[src/rtl/ptc_pkg.sv]
// Shared types, constants and helpers for the pressure/temperature compensation core.
`default_nettype none
package ptc_pkg;

    localparam int RawW        = 20;
    localparam int FrontStages = 9;
    localparam int DivStages   = 32;
    // divider side channel: temp_centi[31:0], small flag[32], zero-divisor flag[33]
    localparam int SideW       = 34;

    typedef enum logic [1:0] {
        REG_TEMP_CAL  = 2'd0,
        REG_PRESS_LOW = 2'd1,
        REG_PRESS_HI  = 2'd2,
        REG_PRESS_P9  = 2'd3
    } t_reg_idx;

    typedef struct packed {
        logic [31:0] t1;
        logic [31:0] t2;
        logic [31:0] t3;
        logic [31:0] p1;
        logic [31:0] p2;
        logic [31:0] p3;
        logic [31:0] p4;
        logic [31:0] p5;
        logic [31:0] p6;
        logic [31:0] p7;
        logic [31:0] p8;
        logic [31:0] p9;
    } t_cal;

    // Arithmetic right shift on a 32-bit pattern.
    function automatic logic [31:0] sar(input logic [31:0] x, input int s);
        sar = 32'($signed(x) >>> s);
    endfunction

    function automatic logic [31:0] sx16(input logic [15:0] v);
        sx16 = {{16{v[15]}}, v};
    endfunction

endpackage
`default_nettype wire

[src/rtl/ptc_back.sv]
// Post-division pressure correction with P7..P9, three register stages.
`default_nettype none
module ptc_back
    import ptc_pkg::*;
(
    input  wire logic         i_clk,
    input  wire logic         i_rst_n,
    input  wire logic         i_en,
    input  wire logic         i_valid,
    input  wire logic [31:0]  i_quot,
    input  wire logic         i_small,
    input  wire logic         i_zero,
    input  wire logic [31:0]  i_temp,
    input  wire t_cal         i_cal,
    output logic              o_valid,
    output logic [31:0]       o_temp,
    output logic [31:0]       o_press
);
    logic [2:0]  r_v;
    logic [31:0] r1_p, r1_t, r2_p, r2_t, r2_sq, r2_b, r3_p, r3_t;
    logic        r1_z, r2_z;
    logic [31:0] p3sh, sq;
    logic [31:0] r3_a;

    assign p3sh = r1_p >> 3;
    assign sq   = (p3sh * p3sh) >> 13;

    always_ff @(posedge i_clk) begin
        if (!i_rst_n) begin
            r_v <= '0;
        end else if (i_en) begin
            r_v <= {r_v[1:0], i_valid};
        end
    end

    always_ff @(posedge i_clk) begin
        if (i_en) begin
            r1_p  <= i_small ? i_quot : (i_quot << 1);
            r1_t  <= i_temp;
            r1_z  <= i_zero;
            r2_p  <= r1_p;
            r2_t  <= r1_t;
            r2_z  <= r1_z;
            r2_sq <= sq;
            r2_b  <= sar((r1_p >> 2) * i_cal.p8, 13);
            r3_a  <= sar(i_cal.p9 * r2_sq, 12);
            r3_p  <= r2_z ? 32'd0 : r2_p;
            r3_t  <= r2_t;
        end
    end

    logic [31:0] r3_b;
    logic        r3_z;
    always_ff @(posedge i_clk) begin
        if (i_en) begin
            r3_b <= r2_b;
            r3_z <= r2_z;
        end
    end

    assign o_valid = r_v[2];
    assign o_temp  = r3_t;
    assign o_press = r3_z ? 32'd0 : r3_p + sar(r3_a + r3_b + i_cal.p7, 4);
endmodule
`default_nettype wire

[config.mk]
export PLATFORM = sky130hd
export DESIGN_NAME = ptc_back
export DESIGN_NICKNAME = d
export VERILOG_FILES = /design/src/rtl/ptc_pkg.sv /design/src/rtl/ptc_back.sv
export SDC_FILE = /design/constraint.sdc
export NUM_CORES = 2
export LEC_CHECK = 0
export ABC_AREA = 1
export BUFFER_PORTS_ARGS = -buffer_cell sky130_fd_sc_hd__buf_2
export CORE_UTILIZATION = 50
export CTS_CLUSTER_DIAMETER = 100
export DETAILED_ROUTE_END_ITERATION = 6
export PLACE_DENSITY_LB_ADDON = 0.12
export SLEW_MARGIN = 40
export SYNTH_ARGS = -nofsm -noshare
export SYNTH_HDL_FRONTEND = slang
export SYNTH_SLANG_ARGS = --single-unit
[constraint.sdc]
create_clock -name i_clk -period 16.4 [get_ports i_clk]
set_input_delay 0.82 -clock i_clk [delete_from_list [all_inputs] [get_ports i_clk]]
set_output_delay 0.82 -clock i_clk [all_outputs]
set_load 0.03 [all_outputs]
* Yosys cells after proc, flatten, opt, wreduce, memory -nomap -nowiden
Cells that the tools add are included.
Word-level totals: output and inout port bits 65, word-level logic and storage cells 23, register bits 275
Cells by class: add/subtract/negate cells 3, mux-type cells 2, $mul 3
Operators with widths (number):
- $add 32x32->32 | 2
- $mux 32 | 2
- $mul 29x29->32 | 1
- $mul 30x32->32 | 1
- $mul 32x19->32 | 1
- $add 20x19->21 | 1

* Logic depth before layout (Yosys ltp)
depth after elaboration 4, mapped depth 38, depth with buffers taken out 38

* Worst setup path before layout
OpenSTA, ideal clock, no wires.
kind in2reg, start point input port i_cal[44] in the netlist's numbering, end point register r2_b[13], data pin, arrival 6703 ps, buffers on the path 2, stages 26, path slack 9438 ps, path through clkbuf_1 -> buf_1 -> nand2_1 -> inv_1 -> fa_1 -> fa_1 -> fa_1 -> inv_1 -> fa_1 -> inv_1 -> fa_1 -> fa_1 -> fa_1 -> inv_1 -> fa_1 -> inv_1 -> ha_1 -> nand2_1 -> nor4_2 -> nand3_1 -> nand3_1 -> nand2_1 -> nand2_1 -> nand2_1 -> nand2_1 -> xor2_1
Between the ends: word-level cells in the longest chain between the ends 1
Ends and longest elaborated chain:
- start, declared | line ptc_back.sv:14 | input wire t_cal i_cal,
- $mul 30x32->32 | line ptc_back.sv:45 | r2_b <= sar((r1_p >> 2) * i_cal.p8, 13);
- end signal, assigned | line ptc_back.sv:45
- end, declared | line ptc_back.sv:20 | logic [31:0] r1_p, r1_t, r2_p, r2_t, r2_sq, r2_b, r3_p, r3_t;
No other way between the ends. A chain may end at the register's enable or synchronous reset.

* Final worst setup path
start point register r1_p[11], end point register r2_sq[18], data pin
Between the ends: word-level cells in the longest chain between the ends 1
Ends and longest elaborated chain:
- start, declared | line ptc_back.sv:20
- start signal, assigned | line ptc_back.sv:38 | r1_p <= i_small ? i_quot : (i_quot << 1);
- $mul 29x29->32 | line ptc_back.sv:26 | assign sq = (p3sh * p3sh) >> 13;
- net sq[18] | line ptc_back.sv:22 | logic [31:0] p3sh, sq;
- end signal, assigned | line ptc_back.sv:44 | r2_sq <= sq;
- end, declared | line ptc_back.sv:20
The timed path passes the listed nets, and every way through them passes these cells.

==> results_dict.tcl <==
set metrics [dict create \
    tns_ps 0 \
    syn-num-nets 8965 \
    hold_viol 0 \
    antenna_found_initial 2 \
    crit_type "reg -> reg" \
    required_ps 16680 \
    grt_max_degree 100 \
    firstDrtPassIters 5 \
    worstHoldPathType "in -> reg" \
    avgRoutedWirePerCell_um 18.0 \
    yosys_warnings 0 \
    port_buffers 230 \
    grt_pass1_wl_um 250000 \
    clock_latency_ps 580 \
    tightest_slew_ps 887 \
    slew_headroom 0.409 \
    die-area_mm2 0.116 \
    cp-end-kind "register" \
    core_area_mm2 0.113 \
    netlist_area_mm2 0.0573 \
    synth_edf_count 272 \
    drive_above_1_share 0.0488 \
    vias 43200 \
    slew_violations 0 \
    maxCapViolCount 0 \
    setup_viol 0 \
    fmax_ghz 0.129 \
    cts_max_path_buffers 3 \
    netlist_top_cells_count "inv_1 (2130), nand2_1 (1761), fa_1 (1118), ha_1 (393), edfxtp_1 (272)" \
    cts_hold_buf 0 \
    gr-total-overflow 0 \
    yosysSeqAreaShare 0.144 \
    numCtsBuffers 29 \
    cts-resized-gates 0 \
    synth-seq-cells 275 \
    tritoncts "built" \
    post_cts_buffers 0 \
    drcViolationCount 0 \
    cp.arrival_ps 8050 \
    first_global_vias 45900 \
    crit_fanout 30 \
    htree_levels 1 \
    ioPinCount 519 \
    period_share 0.474 \
    cp-start-kind "register" \
    fin_crit_ps 7770 \
    first_iter_violations 2654 \
    synthTopCellsByArea "fa_1 (39%), edfxtp_1 (14%), inv_1 (14%)" \
    synthFlopType "edfxtp_1" \
    dp_hpwl_um 121000 \
    place_congestion 0.921 \
    status "completed" \
    vias_per_cell 5.03 \
    die_h_um 341 \
    synth_cell_types 52 \
    synth_most_common_cell "inv_1" \
    ctsRootBufferMaster "clkbuf_16" \
    ant_nets 0 \
    synth_cells 7000 \
    synth.avg_cell_area_um2 8.18 \
    grt_setup_unrepaired "no" \
    nNetsFinal 9019 \
    grt.total_usage 0.277 \
    area_growth_pct 5.90 \
    synth_async_sr_flop_share 0 \
    path_clk_slew_ps 60 \
    clock_sinks 275 \
    yosys.area.top_type_share 0.391 \
    clock_skew_ps 18.9 \
    dieWidth_um 341 \
    yosys.area.top_type "fa_1" \
    start_util 0.506 \
    rows 123 \
    wl_um 155000 \
]
==> metrics by stage <==
stage                     area [um^2]  utilization  instances  hold slack (ps)  setup slack (ps)
after floorplan                 57300            -       7000              400              9440
after global placement          59700        0.527       8517              401              8610
after detailed placement        59700        0.528       8522              405              8600
after CTS                       60700        0.536       8575              395              8590
after global routing            60700        0.536       8576              386              8360
final                           60700        0.536       8577              415              8630
==> final timing paths <==
kind / from / to / slack [ps] / cells after the start
worst max-delay path: r1_p[11]$_DFFE_PP_ / r2_sq[18]$_DFFE_PP_ / 8630 / 22
worst min-delay path: i_temp[22] / r1_t[22]$_DFFE_PP_ / 410 / 1
worst max register to register: r1_p[11]$_DFFE_PP_ / r2_sq[18]$_DFFE_PP_ / 8630 / 22
worst min register to register: r2_t[26]$_DFFE_PP_ / o_temp[26]$_DFFE_PP_ / 420 / 0
==> per-layer routing <==
| layer | global-route usage | part of all wire | wire, um |
|---|---|---|---|
| met1 | 0.389 | 0.44 | 67700 |
| met2 | 0.464 | 0.47 | 73200 |
| met3 | 0.0318 | 0.069 | 10700 |
| met4 | 0.0556 | 0.019 | 2970 |
| met5 | 0 | 0 | 0 |
==> registers in the layout, summed over array words and instances, names as in the netlist <==
register	count
r1_z	1
r3_a	20
r2_z	1
r2_t	32
r1_p	32
r2_p	32
r2_sq	19
r3_z	1
r2_b	19
r3_b	19
r_v	3
o_temp	32
r3_p	32
r1_t	32
==> cell usage in the layout (no fill, tap or decap), types with 5 or more instances in the layout <==
master      instances
buf_2             229
edfxtp_1          272
xor2_1            110
buf_4              41
nand2_1          1761
xnor2_1            67
o211ai_1            6
a31oi_1            13
a21o_1             19
clkbuf_1            6
a21boi_0            8
nand3b_1            5
nand3_1           137
nand4_1            28
nor2_1            224
a221oi_1            5
clkbuf_16          29
nor4_1              8
nor3_1             31
fa_1             1118
o221ai_1           10
inv_1            2130
buf_6              11
nand2_2             5
o21ai_0           112
ha_1              393
clkinvlp_4          5
a21oi_1           215
o21bai_1           10
o21a_1             15
==> final cells by class <==
| type | count | area, um^2 |
|---|---|---|
| fill | 10800 | 52400 |
| antenna | 1 | 2.50 |
| clock inverter | 18 | 159 |
| timing repair buffer | 284 | 1640 |
| tap | 1500 | 1880 |
| inverter | 2130 | 8000 |
| clock buffer | 35 | 748 |
| sequential | 275 | 8230 |
| multi-input combinational | 4334 | 40000 |
==> critical path, cell delays in order, from the launching register on <==
cell and delay [ps]:
edfxtp_1 330, buf_4 350, buf_4 520, nand2_1 130, fa_1 630, inv_1 90
fa_1 510, inv_1 50, fa_1 550, fa_1 460, fa_1 550, inv_1 60
fa_1 500, fa_1 440, fa_1 470, ha_1 400, nand2_1 160, o21ai_0 270
nor2_1 80, o211ai_1 520, inv_1 80, nand2_1 80, nand2_1 160
==> logic make-up (layout without fill, tap and decap cells) <==
| family | count (synthesis) | in the layout | share of synthesized area |
|---|---|---|---|
| muxes | 1 | 1 | 0.000197 |
| xor gates and xnor gates | 180 | 180 | 0.0281 |
| other | 0 | 1 | 0 |
| DFF | 275 | 275 | 0.144 |
| AOI/OAI and AO/OA | 434 | 434 | 0.0427 |
| buffers and inverters | 2391 | 2467 | 0.158 |
| and+or+nand+nor | 2208 | 2208 | 0.151 |
| adders and majority gates | 1511 | 1511 | 0.476 |
Power is left out: the tool's default activity adds up to more than one toggle a clock period on the data nets, which glitch-free logic cannot reach.
